`src/design/coap_pkg.sv`:
```
// Shared types, codes and helper functions for the CoAP option parser.
// No dependencies; imported by coap_step and coap_option_parser.
`default_nettype none
package coap_pkg;

  // Parse phases
  localparam logic [2:0] PH_TOKEN     = 3'd0;
  localparam logic [2:0] PH_HEADER    = 3'd1;
  localparam logic [2:0] PH_DELTA_EXT = 3'd2;
  localparam logic [2:0] PH_LEN_EXT   = 3'd3;
  localparam logic [2:0] PH_VALUE     = 3'd4;
  localparam logic [2:0] PH_PAYLOAD   = 3'd5;
  localparam logic [2:0] PH_ERROR     = 3'd6;
  localparam logic [2:0] PH_DONE      = 3'd7;

  // Byte kinds
  localparam logic [2:0] KIND_TOKEN   = 3'd0;
  localparam logic [2:0] KIND_HEADER  = 3'd1;
  localparam logic [2:0] KIND_VALUE   = 3'd2;
  localparam logic [2:0] KIND_MARKER  = 3'd3;
  localparam logic [2:0] KIND_PAYLOAD = 3'd4;
  localparam logic [2:0] KIND_IGNORED = 3'd5;

  // Status codes
  localparam logic [2:0] ST_BUSY       = 3'd0;
  localparam logic [2:0] ST_OK_PAYLOAD = 3'd1;
  localparam logic [2:0] ST_OK_EMPTY   = 3'd2;
  localparam logic [2:0] ST_TRUNCATED  = 3'd3;
  localparam logic [2:0] ST_BAD_NIBBLE = 3'd4;
  localparam logic [2:0] ST_UNKNOWN    = 3'd5;
  localparam logic [2:0] ST_URI_LONG   = 3'd6;

  // URI targets
  localparam logic [1:0] TGT_NONE  = 2'd0;
  localparam logic [1:0] TGT_PATH  = 2'd1;
  localparam logic [1:0] TGT_QUERY = 2'd2;

  // Option numbers with special handling
  localparam logic [15:0] OPT_URI_PATH  = 16'd11;
  localparam logic [15:0] OPT_URI_QUERY = 16'd15;
  localparam logic [15:0] OPT_BLOCK2    = 16'd23;
  localparam logic [15:0] OPT_BLOCK1    = 16'd27;

  localparam logic [7:0] PAYLOAD_MARKER = 8'hFF;
  localparam logic [3:0] NIB_EXT8       = 4'd13;
  localparam logic [3:0] NIB_EXT16      = 4'd14;
  localparam logic [3:0] NIB_BAD        = 4'd15;
  localparam logic [16:0] EXT8_BIAS     = 17'd13;
  localparam logic [16:0] EXT16_BIAS    = 17'd269;

  typedef struct packed {
    logic [2:0]  phase;
    logic [3:0]  token_left;
    logic [15:0] cur_opt;
    logic [15:0] ext_val;
    logic [1:0]  ext_left;
    logic        ext_wide;
    logic [3:0]  pend_len;
    logic [16:0] value_left;
    logic        value_started;
    logic [7:0]  path_used;
    logic [7:0]  query_used;
    logic        query_sep;
    logic [2:0]  pend_err;
    logic [7:0]  block_byte;
    logic [2:0]  error_code;
    logic [15:0] payload_count;
    logic        confirmable;
  } state_t;

  typedef struct packed {
    logic [2:0]  kind;
    logic [15:0] opt;
    logic [1:0]  tgt;
    logic        sep;
    logic [2:0]  status;
    logic        ack;
    logic [7:0]  block;
    logic [15:0] plen;
  } res_t;

  function automatic logic opt_known(input logic [15:0] n);
    logic k;
    unique case (n)
      16'd1, 16'd3, 16'd4, 16'd5, 16'd7, 16'd8, 16'd11, 16'd12,
      16'd14, 16'd15, 16'd17, 16'd20, 16'd23, 16'd27, 16'd35, 16'd39,
      16'd60:  k = 1'b1;
      default: k = 1'b0;
    endcase
    return k;
  endfunction

  // Saturating add of an option delta
  function automatic logic [15:0] sat_add(input logic [15:0] a, input logic [16:0] d);
    logic [17:0] s;
    s = {2'b00, a} + {1'b0, d};
    return (s > 18'd65535) ? 16'hFFFF : s[15:0];
  endfunction

endpackage
`default_nettype wire

```
`src/design/coap_step.sv`:
```
// Next-state and result logic for one message byte of the CoAP option parser.
// Purely combinational; uses coap_pkg.
`default_nettype none
module coap_step #(
  parameter int MAX_TOKEN_BYTES = 8
) (
  input  coap_pkg::state_t st_i,
  input  logic [7:0]       data_byte,
  input  logic             first_byte,
  input  logic             last_byte,
  input  logic [3:0]       token_length,
  input  logic             is_confirmable,
  input  logic [7:0]       uri_limit,
  output coap_pkg::state_t st_o,
  output coap_pkg::res_t   res_o
);
  import coap_pkg::*;

  localparam logic [3:0] TOK_MAX = 4'(MAX_TOKEN_BYTES);

  state_t      s;
  logic [2:0]  kind;
  logic [1:0]  tgt;
  logic        sep;
  logic [2:0]  status;
  logic        ack;
  logic        do_hdr;
  logic        do_start;
  logic        do_finish;
  logic [16:0] fin_len;
  logic [16:0] ext_sum;
  logic [17:0] uri_sum;
  logic [1:0]  left_dec;

  always_comb begin
    s         = st_i;
    kind      = KIND_IGNORED;
    tgt       = TGT_NONE;
    sep       = 1'b0;
    status    = ST_BUSY;
    ack       = 1'b0;
    do_hdr    = 1'b0;
    do_start  = 1'b0;
    do_finish = 1'b0;
    fin_len   = '0;
    ext_sum   = '0;
    uri_sum   = '0;
    left_dec  = '0;

    if (first_byte) begin
      s               = '0;
      s.phase         = PH_TOKEN;
      s.token_left    = (token_length > TOK_MAX) ? TOK_MAX : token_length;
      s.confirmable   = is_confirmable;
    end

    unique case (s.phase)
      PH_TOKEN: begin
        if (s.token_left != 4'd0) begin
          kind         = KIND_TOKEN;
          s.token_left = s.token_left - 4'd1;
          if (s.token_left == 4'd0) s.phase = PH_HEADER;
        end else begin
          do_hdr = 1'b1;
        end
      end
      PH_HEADER: do_hdr = 1'b1;
      PH_DELTA_EXT, PH_LEN_EXT: begin
        kind      = KIND_HEADER;
        s.ext_val = {s.ext_val[7:0], data_byte};
        left_dec  = (s.ext_left != 2'd0) ? s.ext_left - 2'd1 : 2'd0;
        s.ext_left = left_dec;
        if (left_dec == 2'd0) begin
          ext_sum = {1'b0, s.ext_val} + (s.ext_wide ? EXT16_BIAS : EXT8_BIAS);
          if (s.phase == PH_DELTA_EXT) begin
            s.cur_opt = sat_add(s.cur_opt, ext_sum);
            do_start  = 1'b1;
          end else begin
            do_finish = 1'b1;
            fin_len   = ext_sum;
          end
        end
      end
      PH_VALUE: begin
        kind = KIND_VALUE;
        if (s.pend_err == 3'd0 && s.cur_opt == OPT_URI_PATH)  tgt = TGT_PATH;
        if (s.pend_err == 3'd0 && s.cur_opt == OPT_URI_QUERY) tgt = TGT_QUERY;
        if (!s.value_started) begin
          if (tgt == TGT_PATH)  sep = 1'b1;
          if (tgt == TGT_QUERY) sep = s.query_sep;
          if (s.cur_opt == OPT_BLOCK2 || s.cur_opt == OPT_BLOCK1) s.block_byte = data_byte;
        end
        s.value_started = 1'b1;
        if (s.value_left != 17'd0) s.value_left = s.value_left - 17'd1;
        if (s.value_left == 17'd0) begin
          if (s.pend_err != 3'd0) begin
            s.error_code = s.pend_err;
            s.phase      = PH_ERROR;
          end else begin
            s.phase = PH_HEADER;
          end
        end
      end
      PH_PAYLOAD: begin
        kind = KIND_PAYLOAD;
        if (s.payload_count != 16'hFFFF) s.payload_count = s.payload_count + 16'd1;
      end
      default: ;
    endcase

    // Option header byte
    if (do_hdr) begin
      kind = KIND_HEADER;
      if (data_byte == PAYLOAD_MARKER) begin
        kind    = KIND_MARKER;
        s.phase = PH_PAYLOAD;
      end else begin
        s.pend_len = data_byte[3:0];
        if (data_byte[7:4] == NIB_BAD) begin
          s.error_code = ST_BAD_NIBBLE;
          s.phase      = PH_ERROR;
        end else if (data_byte[7:4] == NIB_EXT8 || data_byte[7:4] == NIB_EXT16) begin
          s.ext_wide = (data_byte[7:4] == NIB_EXT16);
          s.ext_left = (data_byte[7:4] == NIB_EXT16) ? 2'd2 : 2'd1;
          s.ext_val  = '0;
          s.phase    = PH_DELTA_EXT;
        end else begin
          s.cur_opt = sat_add(s.cur_opt, {13'd0, data_byte[7:4]});
          do_start  = 1'b1;
        end
      end
    end

    // Length nibble
    if (do_start) begin
      if (s.pend_len == NIB_BAD) begin
        s.error_code = ST_BAD_NIBBLE;
        s.phase      = PH_ERROR;
      end else if (s.pend_len == NIB_EXT8 || s.pend_len == NIB_EXT16) begin
        s.ext_wide = (s.pend_len == NIB_EXT16);
        s.ext_left = (s.pend_len == NIB_EXT16) ? 2'd2 : 2'd1;
        s.ext_val  = '0;
        s.phase    = PH_LEN_EXT;
      end else begin
        do_finish = 1'b1;
        fin_len   = {13'd0, s.pend_len};
      end
    end

    // Option length known: check the option and the URI budget
    if (do_finish) begin
      s.pend_err  = 3'd0;
      s.query_sep = 1'b0;
      if (!opt_known(s.cur_opt)) begin
        s.pend_err = ST_UNKNOWN;
      end else if (s.cur_opt == OPT_URI_PATH) begin
        uri_sum = {10'd0, s.path_used} + {1'b0, fin_len} + 18'd1;
        if (uri_sum < {10'd0, uri_limit}) s.path_used = uri_sum[7:0];
        else s.pend_err = ST_URI_LONG;
      end else if (s.cur_opt == OPT_URI_QUERY) begin
        uri_sum = {10'd0, s.query_used} + {1'b0, fin_len} + 18'd1;
        if (uri_sum < {10'd0, uri_limit}) begin
          s.query_sep  = (s.query_used != 8'd0);
          s.query_used = s.query_used + fin_len[7:0] + {7'd0, s.query_sep};
        end else begin
          s.pend_err = ST_URI_LONG;
        end
      end else if ((s.cur_opt == OPT_BLOCK2 || s.cur_opt == OPT_BLOCK1) &&
                   fin_len == 17'd0) begin
        s.block_byte = 8'd0;
      end
      s.value_left    = fin_len;
      s.value_started = 1'b0;
      if (fin_len == 17'd0) begin
        if (s.pend_err == 3'd0 && s.cur_opt == OPT_URI_PATH) begin
          tgt = TGT_PATH;
          sep = 1'b1;
        end
        if (s.pend_err == 3'd0 && s.cur_opt == OPT_URI_QUERY) begin
          tgt = TGT_QUERY;
          sep = s.query_sep;
        end
        if (s.pend_err != 3'd0) begin
          s.error_code = s.pend_err;
          s.phase      = PH_ERROR;
        end else begin
          s.phase = PH_HEADER;
        end
      end else begin
        s.phase = PH_VALUE;
      end
    end

    // End of message
    if (last_byte && s.phase != PH_DONE) begin
      priority if (s.phase == PH_PAYLOAD) begin
        status = ST_OK_PAYLOAD;
      end else if (s.phase == PH_HEADER) begin
        status = ST_OK_EMPTY;
      end else begin
        if (s.phase != PH_ERROR) s.error_code = ST_TRUNCATED;
        status = s.error_code;
        ack    = s.confirmable;
      end
      s.phase = PH_DONE;
    end
  end

  assign st_o         = s;
  assign res_o.kind   = kind;
  assign res_o.opt    = s.cur_opt;
  assign res_o.tgt    = tgt;
  assign res_o.sep    = sep;
  assign res_o.status = status;
  assign res_o.ack    = ack;
  assign res_o.block  = s.block_byte;
  assign res_o.plen   = s.payload_count;

endmodule
`default_nettype wire

```
`src/design/coap_option_parser.sv`:
```
// Top level of the CoAP option parser: stream ports, state and result registers.
// Depends on coap_pkg and coap_step.
`default_nettype none
// The parser takes the bytes that follow the 4-byte CoAP header, one beat per
// byte, token first, and returns one result beat for every byte. It skips the
// token, decodes option headers with their 13/269 extensions, accumulates the
// option number (saturating at 65535), tags URI path and query value bytes with
// their '/' and '&' separators, checks both against uri_limit and keeps the
// first value byte of the latest Block1/Block2 option. The status, the ACK flag
// and the final payload length are meaningful on the result of the byte marked
// last; status reads 0 on every other byte. Only the RFC 7252 options and
// Block1/Block2 are accepted. Throughput is one byte per clock: the whole parse
// step sits between the state registers and the result register, so a result
// appears in the cycle after its byte is taken, and a new byte is taken while a
// result waits as long as the consumer takes that result in the same cycle. Write
// uri_limit only while no byte is in flight; it resets to MAX_URI_BYTES.
module coap_option_parser #(
  parameter int MAX_URI_BYTES   = 128,
  parameter int MAX_TOKEN_BYTES = 8
) (
  input  logic        clk,
  input  logic        rst_n,
  // Input bytes
  input  logic        in_tvalid,
  output logic        in_tready,
  input  logic [15:0] in_tdata,   // [7:0] data_byte, [11:8] token_length,
                                  // [12] is_confirmable, [15:13] zero
  input  logic        in_tlast,   // last_byte
  input  logic        in_tuser,   // first_byte
  // Results
  output logic        out_tvalid,
  input  logic        out_tready,
  output logic [47:0] out_tdata,  // [15:0] option_number, [17:16] uri_target,
                                  // [18] separator_first, [21:19] status,
                                  // [22] reply_with_ack, [30:23] block_size_byte,
                                  // [46:31] payload_bytes, [47] zero
  output logic [2:0]  out_tuser,  // byte_kind
  // uri_limit register
  input  logic        cfg_valid,
  output logic        cfg_ready,
  input  logic [7:0]  cfg_data
);
  import coap_pkg::*;

  state_t     st_r;
  state_t     st_nxt;
  res_t       res_nxt;
  res_t       res_r;
  logic       out_valid_r;
  logic [7:0] uri_limit_r;
  logic       in_fire;

  // Take a byte whenever the result register is empty or drains this cycle
  assign in_tready = !out_valid_r || out_tready;
  assign in_fire   = in_tvalid && in_tready;
  assign cfg_ready = 1'b1;

  coap_step #(
    .MAX_TOKEN_BYTES(MAX_TOKEN_BYTES)
  ) u_step (
    .st_i           (st_r),
    .data_byte      (in_tdata[7:0]),
    .first_byte     (in_tuser),
    .last_byte      (in_tlast),
    .token_length   (in_tdata[11:8]),
    .is_confirmable (in_tdata[12]),
    .uri_limit      (uri_limit_r),
    .st_o           (st_nxt),
    .res_o          (res_nxt)
  );

  // Parser state: advance on every accepted byte; all zero is the token phase
  always_ff @(posedge clk) begin
    if (!rst_n) begin
      st_r <= '0;
    end else if (in_fire) begin
      st_r <= st_nxt;
    end
  end

  // Configuration register
  always_ff @(posedge clk) begin
    if (!rst_n) begin
      uri_limit_r <= 8'(MAX_URI_BYTES);
    end else if (cfg_valid && cfg_ready) begin
      uri_limit_r <= cfg_data;
    end
  end

  // Result register: load on accept, hold while stalled
  always_ff @(posedge clk) begin
    if (!rst_n) begin
      out_valid_r <= 1'b0;
    end else if (in_fire) begin
      out_valid_r <= 1'b1;
    end else if (out_tready) begin
      out_valid_r <= 1'b0;
    end
  end

  always_ff @(posedge clk) begin
    if (in_fire) begin
      res_r <= res_nxt;
    end
  end

  assign out_tvalid = out_valid_r;
  assign out_tuser  = res_r.kind;
  assign out_tdata  = {1'b0, res_r.plen, res_r.block, res_r.ack, res_r.status,
                       res_r.sep, res_r.tgt, res_r.opt};

  // An accepted byte always leaves a result behind
  a_result_follows: assert property (@(posedge clk) disable iff (!rst_n)
    in_fire |=> out_tvalid)
    else $error("accepted byte produced no result");

  // The last byte closes the message
  a_last_closes: assert property (@(posedge clk) disable iff (!rst_n)
    (in_fire && in_tlast) |=> (st_r.phase == PH_DONE))
    else $error("last byte did not close the message");

  // The token counter never starts above the token limit
  a_token_cut: assert property (@(posedge clk) disable iff (!rst_n)
    (in_fire && in_tuser) |=> (st_r.token_left <= 4'(MAX_TOKEN_BYTES)))
    else $error("token count above limit");

  // An ACK is only requested together with an error status
  a_ack_error: assert property (@(posedge clk) disable iff (!rst_n)
    (out_tvalid && res_r.ack) |->
      (res_r.status == ST_TRUNCATED || res_r.status == ST_BAD_NIBBLE ||
       res_r.status == ST_UNKNOWN || res_r.status == ST_URI_LONG))
    else $error("ACK without error status");

  // URI text is only tagged on value bytes or option headers
  a_uri_kind: assert property (@(posedge clk) disable iff (!rst_n)
    (out_tvalid && res_r.tgt != TGT_NONE) |->
      (res_r.kind == KIND_VALUE || res_r.kind == KIND_HEADER))
    else $error("URI target on a byte that carries no URI text");

endmodule
`default_nettype wire
```
`config.mk`:
```
export PLATFORM = sky130hd
export DESIGN_NAME = coap_option_parser
export DESIGN_NICKNAME = d
export VERILOG_FILES = /design/src/design/coap_pkg.sv /design/src/design/coap_step.sv /design/src/design/coap_option_parser.sv
export SDC_FILE = /design/constraint.sdc
export NUM_CORES = 1
export LEC_CHECK = 0
export BUFFER_PORTS_ARGS = -buffer_cell sky130_fd_sc_hd__buf_2
export CORE_AREA = 8 8 154 156
export CTS_CLUSTER_DIAMETER = 60
export CTS_CLUSTER_SIZE = 25
export DETAILED_ROUTE_END_ITERATION = 10
export DIE_AREA = 0 0 162 164
export PLACE_DENSITY = 0.8
export SLEW_MARGIN = 0
export SYNTH_ARGS = -nofsm -noshare
export SYNTH_HDL_FRONTEND = slang
export SYNTH_SLANG_ARGS = --single-unit
```
`constraint.sdc`:
```
create_clock -name clk -period 15.2 [get_ports clk]
set_input_delay 2.28 -clock clk [delete_from_list [all_inputs] [get_ports clk]]
set_output_delay 2.28 -clock clk [all_outputs]
set_load 0.01 [all_outputs]
```
; ---- Word-level counts from Yosys, hierarchy flattened
; Memories as Yosys holds them, arrays and structs flattened.
; Index checks and enable logic that the tools add are counted.
[totals]
romBits = 64
memories = 1
inputBits = 31
out_inout_bits = 54
ff_bits = 171
[op_classes]
mux = 120
addsub = 13
reduce_logical = 31
eq_ne = 27
magnitude_cmp = 5
bitwise_logic = 1
[memory_table]
columns = memory, depth, width, rd, rd_ports_with_merged_regs, write_ports, line
row1 = (no name shown), 64, 1, 1, 0, 0, coap_pkg.sv:84  ; unique case (n)
[ops]
columns = cell, n
row1 = $mux W17, 9
row2 = $mux W112, 1
row3 = $mux W16, 7
row4 = $mux W3, 34
row5 = $mux W39, 2
row6 = $mux W19, 4
row7 = $eq A16 B4 Y1 const B, 4
row8 = $eq A16 B5 Y1 const B, 4
row9 = $mux W8, 8
row10 = $mux W49, 1
row11 = $add A18 B1 Y18 const B, 2
row12 = $add A8 B17 Y18, 2
row13 = $gt A18 B16 Y1 const B, 2
row14 = $lt A18 B8 Y1, 2
row15 = $mux W35, 1
row16 = $logic_not A17 Y1, 2
row17 = $mux W34, 1
row18 = $mux W1, 28
row19 = $mux W9, 3
row20 = $eq A4 B4 Y1 const B, 6
row21 = $mux W2, 12
row22 = $add A16 B17 Y18, 1
row23 = $mux W18, 1
row24 = $add A16 B17 Y17, 1
row25 = 38 further kinds, 59

; ---- Longest topological paths before layout
; Gate-level depths: netlist of run 1.
[depth]
ltp_word = 40
mapped_depth = 49

; ---- Modules after synthesis
; A second synthesis of run 1 with hierarchy kept.
[hier_totals]
cells_unflattened = 1826
area_unflattened_um2 = 14430.1
[by_module_without_submodules]
columns = module, cells_each, area_each_um2, n_inst
row1 = coap_step, 1255, 8140.3, 1
row2 = coap_option_parser, 571, 6289.8, 1

; ---- Worst setup path after synthesis of run 1
; No wires, ideal clock.
[synth_timing]
path_kind = input to register
startpoint = input port in_tuser
endpoint = register st_r[18] (netlist name)
setup_slack_ns = 3.294
n_path_buf = 16
setup_ns = 0.223
arrival_ns = 11.683
cell_stages = 47
path_cell_list = buf_2 -> clkbuf_1 -> clkbuf_1 -> clkbuf_1 -> buf_1 -> buf_2 -> buf_2 -> clkbuf_1 -> clkbuf_1 -> clkbuf_1 -> clkbuf_1 -> nor2b_1 -> ha_1 -> a31oi_1 -> clkbuf_1 -> or4_1 -> nand2_1 -> ha_1 -> (+11 left out) -> nor2_1 -> a21oi_1 -> o21a_1 -> and2_1 -> nand2_1 -> a21oi_1 -> a21oi_1 -> inv_1 -> ha_1 -> nand3_1 -> nor3_1 -> o21a_1 -> nor4_1 -> nand3_1 -> buf_2 -> o41ai_2 -> nand3b_1 -> a31oi_1
[synth_lines]
columns = item, line
row1 = start: declaration, coap_option_parser.sv:29  ; input logic in_tuser,
row2 = end signal: assignment, coap_option_parser.sv:77  ; st_r <= st_nxt;
row3 = end: declaration, coap_option_parser.sv:45  ; state_t st_r;

==> reports/results.ini, run 1 <==
[status]
status = finished clean

[logic_synthesis]
ys.flop_type = dfxtp_1
ys_seq_area_share_pct = 29.2
synth_cells = 1639
async_flop_share_pct = 0
ys_top_cells_by_area = dfxtp_1, edfxtp_1, ha_1
synth_edf_count = 50
synth_cell_types = 94
netlist_area_mm2 = 0.0129
synth_top_cell_by_area = dfxtp_1
yosysWarnings = 0
synth_top_cell_area_share_pct = 17.5
syn-mean-instance-area_um2 = 7.87
ys_ff_latch = 163
syn-num-nets = 1741

[cells_and_area]
synthToLayoutAreaGrowth_pct = 8.59
finalNetCount = 1769
register_area_mm2 = 0.00376
n_antenna_cell = 0
fillerInstances = 1870
multi_input_area_mm2 = 0.00855
fin_util_pct = 65.6
final_common_cell = nand2_1
final_cell_mix = nand2_1, nor2_1, dfxtp_1
drive_gt1_share_pct = 10.1

[floorplanning]
core-area_mm2 = 0.0214
initial_core_util_pct = 60.4
io-pin-count = 85
die_h_um = 164
die_w_um = 162
row_count = 54
die-area_mm2 = 0.0266

[timing]
fin_crit_ns = 11.61
max_freq_mhz = 86.1
finalSetupTns_ns = 0
relSlewSlack_pct = 33.8
tightest_slew_ns = 0.987
post-route-period-util_pct = 76.4
hold_viol = 0
setup_viol = 0
skew_ns = 0.0181
rsz0062_at_grt = false
drv_slew = 0

[cts]
h-tree-depth = 4
cts-root-buf = clkbuf_16
cts_setup_buffers = 0
clockBufferDepth = 2
cts_resized = 0
numCtsBuffers = 17
cts_tree = yes
hold_buffers = 0
clkTransAtPathRegs_ns = 0.08
cts.sinks = 163
insertion_delay_ns = 0.45

[power]
clockPowerShare_pct = 35.8
power.density_mw_per_mm2 = 89.1
combPwrFrac_pct = 25.0
p_leak_nw = 5.66
p_int_uw = 808
swShare_pct = 35.3
seqPwrFrac_pct = 39.3
ir_drop_mv = 0.0646
switchingPower_uw = 440

[drt]
avgViaCountPerCell = 6.50
wire_per_inst_um = 19.1
first_iter_violations = 1156
totalWireLength_mm = 37.3
drt_pass1_iterations = 6
num_vias = 12700
drtAntennaViolNets = 0
drc_errors = 0

[critical_path]
crit_slowest_cell = or4_1
path_class = in -> reg
max_stage_delay_ns = 1.06
rrSetupSlack_ns = 5.72
end_kind = register
worstPathRequired_ns = 15.58
cp_max_fo = 45
cp-start-kind = primary input
arrival_ns = 11.99

[global_route]
antenna_found_initial = 0
grt_max_degree = 74
grt_pass1_wl_mm = 60.5
grt-ovfl-total = 0
track_usage_pct = 27.8
first_global_vias = 11900

[min_path]
hold_path_class = reg -> reg

[place]
place_congestion = 0.953
hpwl_mm = 26.8
io_buffers = 79

[job]
maxCapViolations = 0

-- cells in the mapped netlist (17+ instances only) --
cell type  number
nand2_1       186
nor2_1        139
dfxtp_1       113
a21oi_1        97
o21ai_0        91
nor2b_1        72
ha_1           65
clkbuf_1       59
inv_1          58
nand3_1        58
nor3_1         55
edfxtp_1       50
xnor2_1        40
a21boi_0       32
and2_1         31
xor2_1         29
nor3b_1        27
nand2b_1       23
nor4_1         23
a211oi_1       20
mux2i_1        20
a22oi_1        19
a21o_1         18
a31oi_1        18
or3_1          18
o31ai_1        17
-- cell type report --
class / count / share of cell area, %
multi-input combinational: 1333 / 61.1
sequential: 163 / 26.9
timing repair buffer: 94 / 3.65
clock buffer: 17 / 3.04
tap: 280 / 2.50
inverter: 58 / 1.57
clock inverter: 15 / 1.29
-- through the flow --
| stage | power (mW) | worst slack, ns | instances | hold slack [ns] | cell area [µm²] |
|---|---|---|---|---|---|
| 6_report | 1.25 | 3.59 | 1960 | 0.458 | 14000 |
| 5_1_grt | 1.30 | 3.09 | 1960 | 0.478 | 14000 |
| 4_1_cts | 1.24 | 3.91 | 1960 | 0.458 | 14000 |
| 3_5_place_dp | 0.802 | 3.56 | 1928 | 0.445 | 13400 |
| 3_3_place_gp | 0.795 | 3.72 | 1928 | 0.439 | 13400 |
| 2_1_floorplan | 0.718 | 3.29 | 1639 | 0.433 | 12900 |
-- layer usage --
metal	GRT usage (%)	vias to the layer above	share of wire, %
li1	-	6055	-
met5	0	-	0
met2	45.8	635	46
met4	11.7	0	3.7
met3	4.51	117	8.7
met1	35.6	5932	41
-- power by group through the flow --
stage	Clock (mW)	Sequential (mW)	Combinational [mW]
floorplan	0	0.499	0.219
global placement	0	0.499	0.296
detailed placement	0	0.499	0.302
CTS	0.449	0.490	0.305
global route	0.468	0.493	0.339
finish	0.446	0.490	0.311
-- state kept, by name, summed over array words and instances, names as in the netlist --
register     count
out_tvalid       1
st_r           104
out_tuser        3
out_tdata       47
uri_limit_r      8
-- final timing paths --
check	startpoint	end	cells after the start
worst max-delay path	in_tuser	st_r[31]	34
worst min-delay path	st_r[37]	st_r[37]	2
worst max register to register	st_r[73]	st_r[31]	31
worst min register to register	st_r[37]	st_r[37]	2
-- critical path: cells and delay by family --
| kind | cells | cell delay [ns] |
|---|---|---|
| compound gates | 11 | 3.29 |
| fa+ha+maj | 4 | 1.33 |
| buf+inv | 5 | 0.92 |
| simple gates | 14 | 4.14 |
-- kinds of logic (layout without fill, tap and decap cells) --
| group | after synthesis | in the layout | share of synthesized area (%) |
|---|---|---|---|
| and+or+nand+nor | 713 | 713 | 28.3 |
| xor gates and xnor gates | 69 | 69 | 4.69 |
| other | 2 | 2 | 0.0582 |
| muxes | 23 | 23 | 1.90 |
| adders and majority gates | 71 | 71 | 7.24 |
| DFF | 163 | 163 | 29.2 |
| AOI/OAI and AO/OA | 455 | 455 | 24.0 |
| buffers and inverters | 143 | 184 | 4.56 |
Note: power is estimated with default switching activity, not from simulation.
==> run 2, diff against run 1 <==
clock period = 11.5 ns   (was 15.2 ns; I/O delays follow)
==> run 2 against run 1 <==
Against the previous run: worst hold slack improved by 0.0065 ns; combinational power is 34% higher; first-iteration DRC count rose by 23%; non-clock buffer count rose by 5; register-to-register slack got worse by 3.4 ns; worst setup slack worse by 2.7 ns; final area up 0.42%.
==> reports/results.ini, run 2 (synthesized netlist as in run 1, its figures left out) <==
[cells_and_area]
synthToLayoutAreaGrowth_pct = 9.04  ; was 8.59%
n_antenna_cell = 0  ; unchanged
drive_gt1_share_pct = 10.3  ; was 10.1%
final_area_mm2 = 0.0141  ; was 0.0140 mm²
largest_reg_flops = 104  ; unchanged
final_cell_mix = nand2_1, nor2_1, dfxtp_1  ; unchanged
finalNetCount = 1774  ; was 1,769
final_common_cell = nand2_1  ; unchanged
fin_util_pct = 65.9  ; was 65.6%
regMostFlops = st_r  ; unchanged

[critical_path]
max_stage_delay_ns = 0.90  ; was 1.06 ns
path_class = in -> reg  ; unchanged
cp-start-kind = primary input  ; unchanged
worstPathRequired_ns = 11.81  ; was 15.58 ns
ff2ff_path_depth = 33  ; was 31
end_kind = register  ; unchanged
cp_max_fo = 32  ; was 45
crit_slowest_cell = or4_1  ; unchanged
arrival_ns = 10.94  ; was 11.99 ns

[global_route]
antenna_found_initial = 0  ; unchanged
grt_max_degree = 76  ; was 74
grt_pass1_wl_mm = 60.5  ; about the same
grt-ovfl-total = 0  ; unchanged
track_usage_pct = 27.8  ; about the same
first_global_vias = 11900  ; about the same

[floorplanning]
core-area_mm2 = 0.0214  ; unchanged
io-pin-count = 85  ; unchanged
die-area_mm2 = 0.0266  ; unchanged
die_h_um = 164  ; unchanged
die_w_um = 162  ; unchanged
initial_core_util_pct = 60.4  ; unchanged
row_count = 54  ; unchanged

[drt]
num_vias = 12900  ; was 12,700
drc_errors = 0  ; unchanged
first_iter_violations = 1418  ; was 1,156
totalWireLength_mm = 37.8  ; was 37.3 mm
wire_per_inst_um = 19.2  ; was 19.1 µm
drtAntennaViolNets = 0  ; unchanged
avgViaCountPerCell = 6.56  ; was 6.50
drt_pass1_iterations = 6  ; unchanged

[timing]
drv_slew = 0  ; unchanged
relSlewSlack_pct = 33.6  ; was 33.8%
tightest_slew_ns = 0.991  ; was 0.987 ns
skew_ns = 0.0149  ; was 0.0181 ns
finalSetupTns_ns = 0  ; unchanged
setup_viol = 0  ; unchanged
whs_ns = 0.464  ; was 0.458 ns
post-route-period-util_pct = 92.4
max_freq_mhz = 94.1
rsz0062_at_grt = false  ; unchanged
hold_viol = 0  ; unchanged
fin_crit_ns = 10.63

[cts]
cts_tree = yes  ; unchanged
clkTransAtPathRegs_ns = 0.07  ; was 0.08 ns
insertion_delay_ns = 0.45  ; about the same
cts_setup_buffers = 0  ; unchanged
cts-root-buf = clkbuf_16  ; unchanged
h-tree-depth = 4  ; unchanged
cts.sinks = 163  ; unchanged
clockBufferDepth = 2  ; unchanged
cts_resized = 0  ; unchanged
numCtsBuffers = 17  ; unchanged
hold_buffers = 0  ; unchanged

[place]
place_congestion = 0.952  ; was 0.953
placed_area_mm2 = 0.0134  ; about the same
hpwl_mm = 26.9  ; was 26.8 mm
io_buffers = 79  ; unchanged

[power]
ir_drop_mv = 0.0947  ; was 0.0646 mV
p_leak_nw = 5.70  ; was 5.66 nW
power.density_mw_per_mm2 = 118  ; was 89.1 mW/mm²

[min_path]
hold_depth = 2  ; unchanged
hold_path_class = reg -> reg  ; unchanged

[job]
maxCapViolations = 0  ; unchanged

[status]
status = finished clean  ; unchanged

==> run 2: cell count changes in the layout (fill, tap and decap cells not counted) <==
cell,change
buf_4,+5
clkinvlp_4,-1
inv_6,-1
inv_8,-1
clkinv_8,+4
inv_12,-1
==> run 2: path summary, 6_finish.rpt <==
check / start / end / slack [ns]
setup reg to reg: st_r[70] / st_r[36] / 2.32
setup / recovery: in_tuser / st_r[36] / 0.87
hold / removal: st_r[37] / st_r[37] / 0.46
hold reg to reg: st_r[37] / st_r[37] / 0.46
==> run 2: worst max-delay path, delay by kind of cell <==
kind	cells	cell delay, ns
compound gates	11	3.29
fa+ha+maj	4	1.33
buf+inv	6	1.06
simple gates	14	3.47
==> run 2: stage by stage <==
| stage | power [mW] | instances | worst slack (ns) |
|---|---|---|---|
| floorplan | 0.949 | 1639 | 0.149 |
| global placement | 1.05 | 1933 | 1.20 |
| detailed placement | 1.06 | 1933 | 1.03 |
| CTS | 1.65 | 1965 | 1.11 |
| global route | 1.73 | 1965 | 0.192 |
| finish | 1.66 | 1965 | 0.874 |
==> run 2: final cells by class <==
type / instances / area, µm²
multi-input combinational: 1333 / 8550
tap: 280 / 350
clock inverter: 15 / 201
sequential: 163 / 3760
clock buffer: 17 / 425
timing repair buffer: 99 / 548
fill: 1848 / 7290
inverter: 58 / 220
==> run 2: power by group <==
group          internal (mW)  leakage [nW]  switching (mW)
Clock                  0.299         0.302           0.296
Combinational          0.147          3.97           0.269
Sequential             0.625          1.42          0.0231
Total                   1.07          5.70           0.588
==> run 2: per-layer routing <==
layer | wire [µm] | track usage, %
met4 | 1400 | 12.1
met3 | 3780 | 5.84
met1 | 15400 | 34.6
met2 | 17200 | 45.9
met5 | 0 | 0
==> run 3, diff against run 2 <==
CORE_AREA = 8 8 189 191   (was 8 8 154 156)
DIE_AREA = 0 0 197 199   (was 0 0 162 164)
PLACE_DENSITY = not set   (was 0.8)
==> run 3 against run 2 <==
Against the previous run: register-to-register slack better by 0.07 ns; critical path type unchanged; final cell count is 8.7% higher; power is 1.2% higher; wire length is 4.6% higher; largest cell class unchanged.
==> reports/results.ini, run 3 (synthesized netlist as in run 1, its figures left out) <==
[status]
status = finished clean  ; unchanged

[cells_and_area]
final_cell_mix = nand2_1, nor2_1, dfxtp_1  ; unchanged
largest_reg_flops = 104  ; unchanged
synthToLayoutAreaGrowth_pct = 10.9  ; was 9.04%
finalNetCount = 1777  ; was 1,774
final_common_cell = nand2_1  ; unchanged
regMostFlops = st_r  ; unchanged
fillerInstances = 3360  ; was 1,848
stdcell_count = 2136  ; was 1,965
drive_gt1_share_pct = 10.4  ; was 10.3%
final_area_mm2 = 0.0143  ; was 0.0141 mm²
n_antenna_cell = 0  ; unchanged
fin_util_pct = 43.5  ; was 65.9%

[drt]
num_vias = 12400  ; was 12,900
totalWireLength_mm = 39.5  ; was 37.8 mm
drc_errors = 0  ; unchanged
wire_per_inst_um = 18.5  ; was 19.2 µm
avgViaCountPerCell = 5.81  ; was 6.56
drt_pass1_iterations = 6  ; unchanged
drtAntennaViolNets = 0  ; unchanged
first_iter_violations = 983  ; was 1,418

[critical_path]
r2r_start = st_r[70]  ; unchanged
r2r_end = st_r[33]  ; was st_r[36]
max_stage_delay_ns = 0.92  ; was 0.90 ns
rrSetupSlack_ns = 2.39  ; was 2.32 ns
end_kind = register  ; unchanged
crit_slowest_cell = or4_1  ; unchanged
ff2ff_path_depth = 34  ; was 33
worstPathRequired_ns = 11.82  ; was 11.81 ns
path_class = in -> reg  ; unchanged
arrival_ns = 10.81  ; was 10.94 ns
path_common_cell = a21oi_1
cp-start-kind = primary input  ; unchanged
cp_max_fo = 17  ; was 32

[timing]
whs_ns = 0.452  ; was 0.464 ns
max_freq_mhz = 95.3  ; was 94.1 MHz
hold_viol = 0  ; unchanged
fin_crit_ns = 10.49  ; was 10.63 ns
setup_viol = 0  ; unchanged
tightest_slew_ns = 0.999  ; was 0.991 ns
finalSetupTns_ns = 0  ; unchanged
rsz0062_at_grt = false  ; unchanged
post-route-period-util_pct = 91.2  ; was 92.4%
skew_ns = 0.0108  ; was 0.0149 ns
relSlewSlack_pct = 33.1  ; was 33.6%
drv_slew = 0  ; unchanged
setup_ws_ns = 1.01  ; was 0.874 ns

[cts]
h-tree-depth = 4  ; unchanged
cts-root-buf = clkbuf_16  ; unchanged
cts_setup_buffers = 0  ; unchanged
cts.sinks = 163  ; unchanged
clockBufferDepth = 2  ; unchanged
numCtsBuffers = 17  ; unchanged
cts_tree = yes  ; unchanged
cts_resized = 0  ; unchanged
hold_buffers = 0  ; unchanged
clkTransAtPathRegs_ns = 0.07  ; about the same
insertion_delay_ns = 0.45  ; about the same

[floorplanning]
core-area_mm2 = 0.0329  ; was 0.0214 mm²
io-pin-count = 85  ; unchanged
die_w_um = 197  ; was 162 µm
row_count = 67  ; was 54
die-area_mm2 = 0.0392  ; was 0.0266 mm²
initial_core_util_pct = 39.2  ; was 60.4%
die_h_um = 199  ; was 164 µm

[job]
maxCapViolations = 0  ; unchanged

[place]
placed_area_mm2 = 0.0137  ; was 0.0134 mm²
preCtsSetupSlack_ns = 0.680  ; was 1.03 ns
io_buffers = 79  ; unchanged
dp.cells = 2104  ; was 1,933
hpwl_mm = 29.0  ; was 26.9 mm
place_congestion = 0.906  ; was 0.952

[power]
ir_drop_mv = 0.112  ; was 0.0947 mV
p_leak_nw = 5.72  ; was 5.70 nW
power.density_mw_per_mm2 = 117  ; was 118 mW/mm²
finalPower_mw = 1.68  ; was 1.66 mW

[global_route]
antenna_found_initial = 0  ; unchanged
first_global_vias = 11600  ; was 11,900
grt_max_degree = 82  ; was 76
grt-ovfl-total = 0  ; unchanged
grt_pass1_wl_mm = 62.6  ; was 60.5 mm
track_usage_pct = 19.9  ; was 27.8%

[min_path]
holdPathEnd = st_r[37]  ; unchanged
hold_start = st_r[37]  ; unchanged
hold_depth = 2  ; unchanged
hold_path_class = reg -> reg  ; unchanged

[run 3: final cells by class]
cell class              instances  area, µm²  share of cell area [%]
clock buffers                  18        429                    3.00
clock inverters                14        201                    1.41
inverters                      58        220                    1.54
multi-input cells            1333       8550                    59.8
flip-flops and latches        163       3760                    26.3
well taps                     448        561                    3.92
repair buffers                102        571                    3.99
[run 3: power breakdown]
group	switching, mW	internal, mW	total [mW]
logic	0.267	0.147	0.414
registers	0.0225	0.626	0.648
clock network	0.267	0.350	0.617
[run 3: worst max-delay path, delay by kind of cell]
| kind | cells | cell delay [ns] |
|---|---|---|
| AND/OR/NAND/NOR | 14 | 3.65 |
| AO/OA/AOI/OAI | 11 | 3.23 |
| adder cells (fa/ha/maj) | 4 | 1.28 |
| buffers and inverters | 5 | 0.87 |
[run 3: how the worst max path moves through the flow]
stage / startpoint / endpoint / slack (ns) / depth (start not counted)
after floorplan: in_tuser / st_r[18] / 0.15 / 47
after global placement: in_tdata[0] / st_r[32] / 0.91 / 34
after detailed placement: in_tdata[0] / st_r[33] / 0.68 / 34
after CTS: in_tdata[0] / st_r[33] / 1.12 / 34
after global routing: in_tdata[0] / st_r[36] / 0.33 / 34
final: in_tdata[0] / st_r[33] / 1.01 / 34
[run 3: layer usage]
metal / global-route usage [%] / share of wire (%) / vias to the layer above
li1: - / - / 6049
met1: 26.3 / 45 / 5879
met2: 32.2 / 46 / 412
met3: 3.15 / 6.2 / 71
met4: 7.75 / 2.8 / 0
met5: 0 / 0 / -
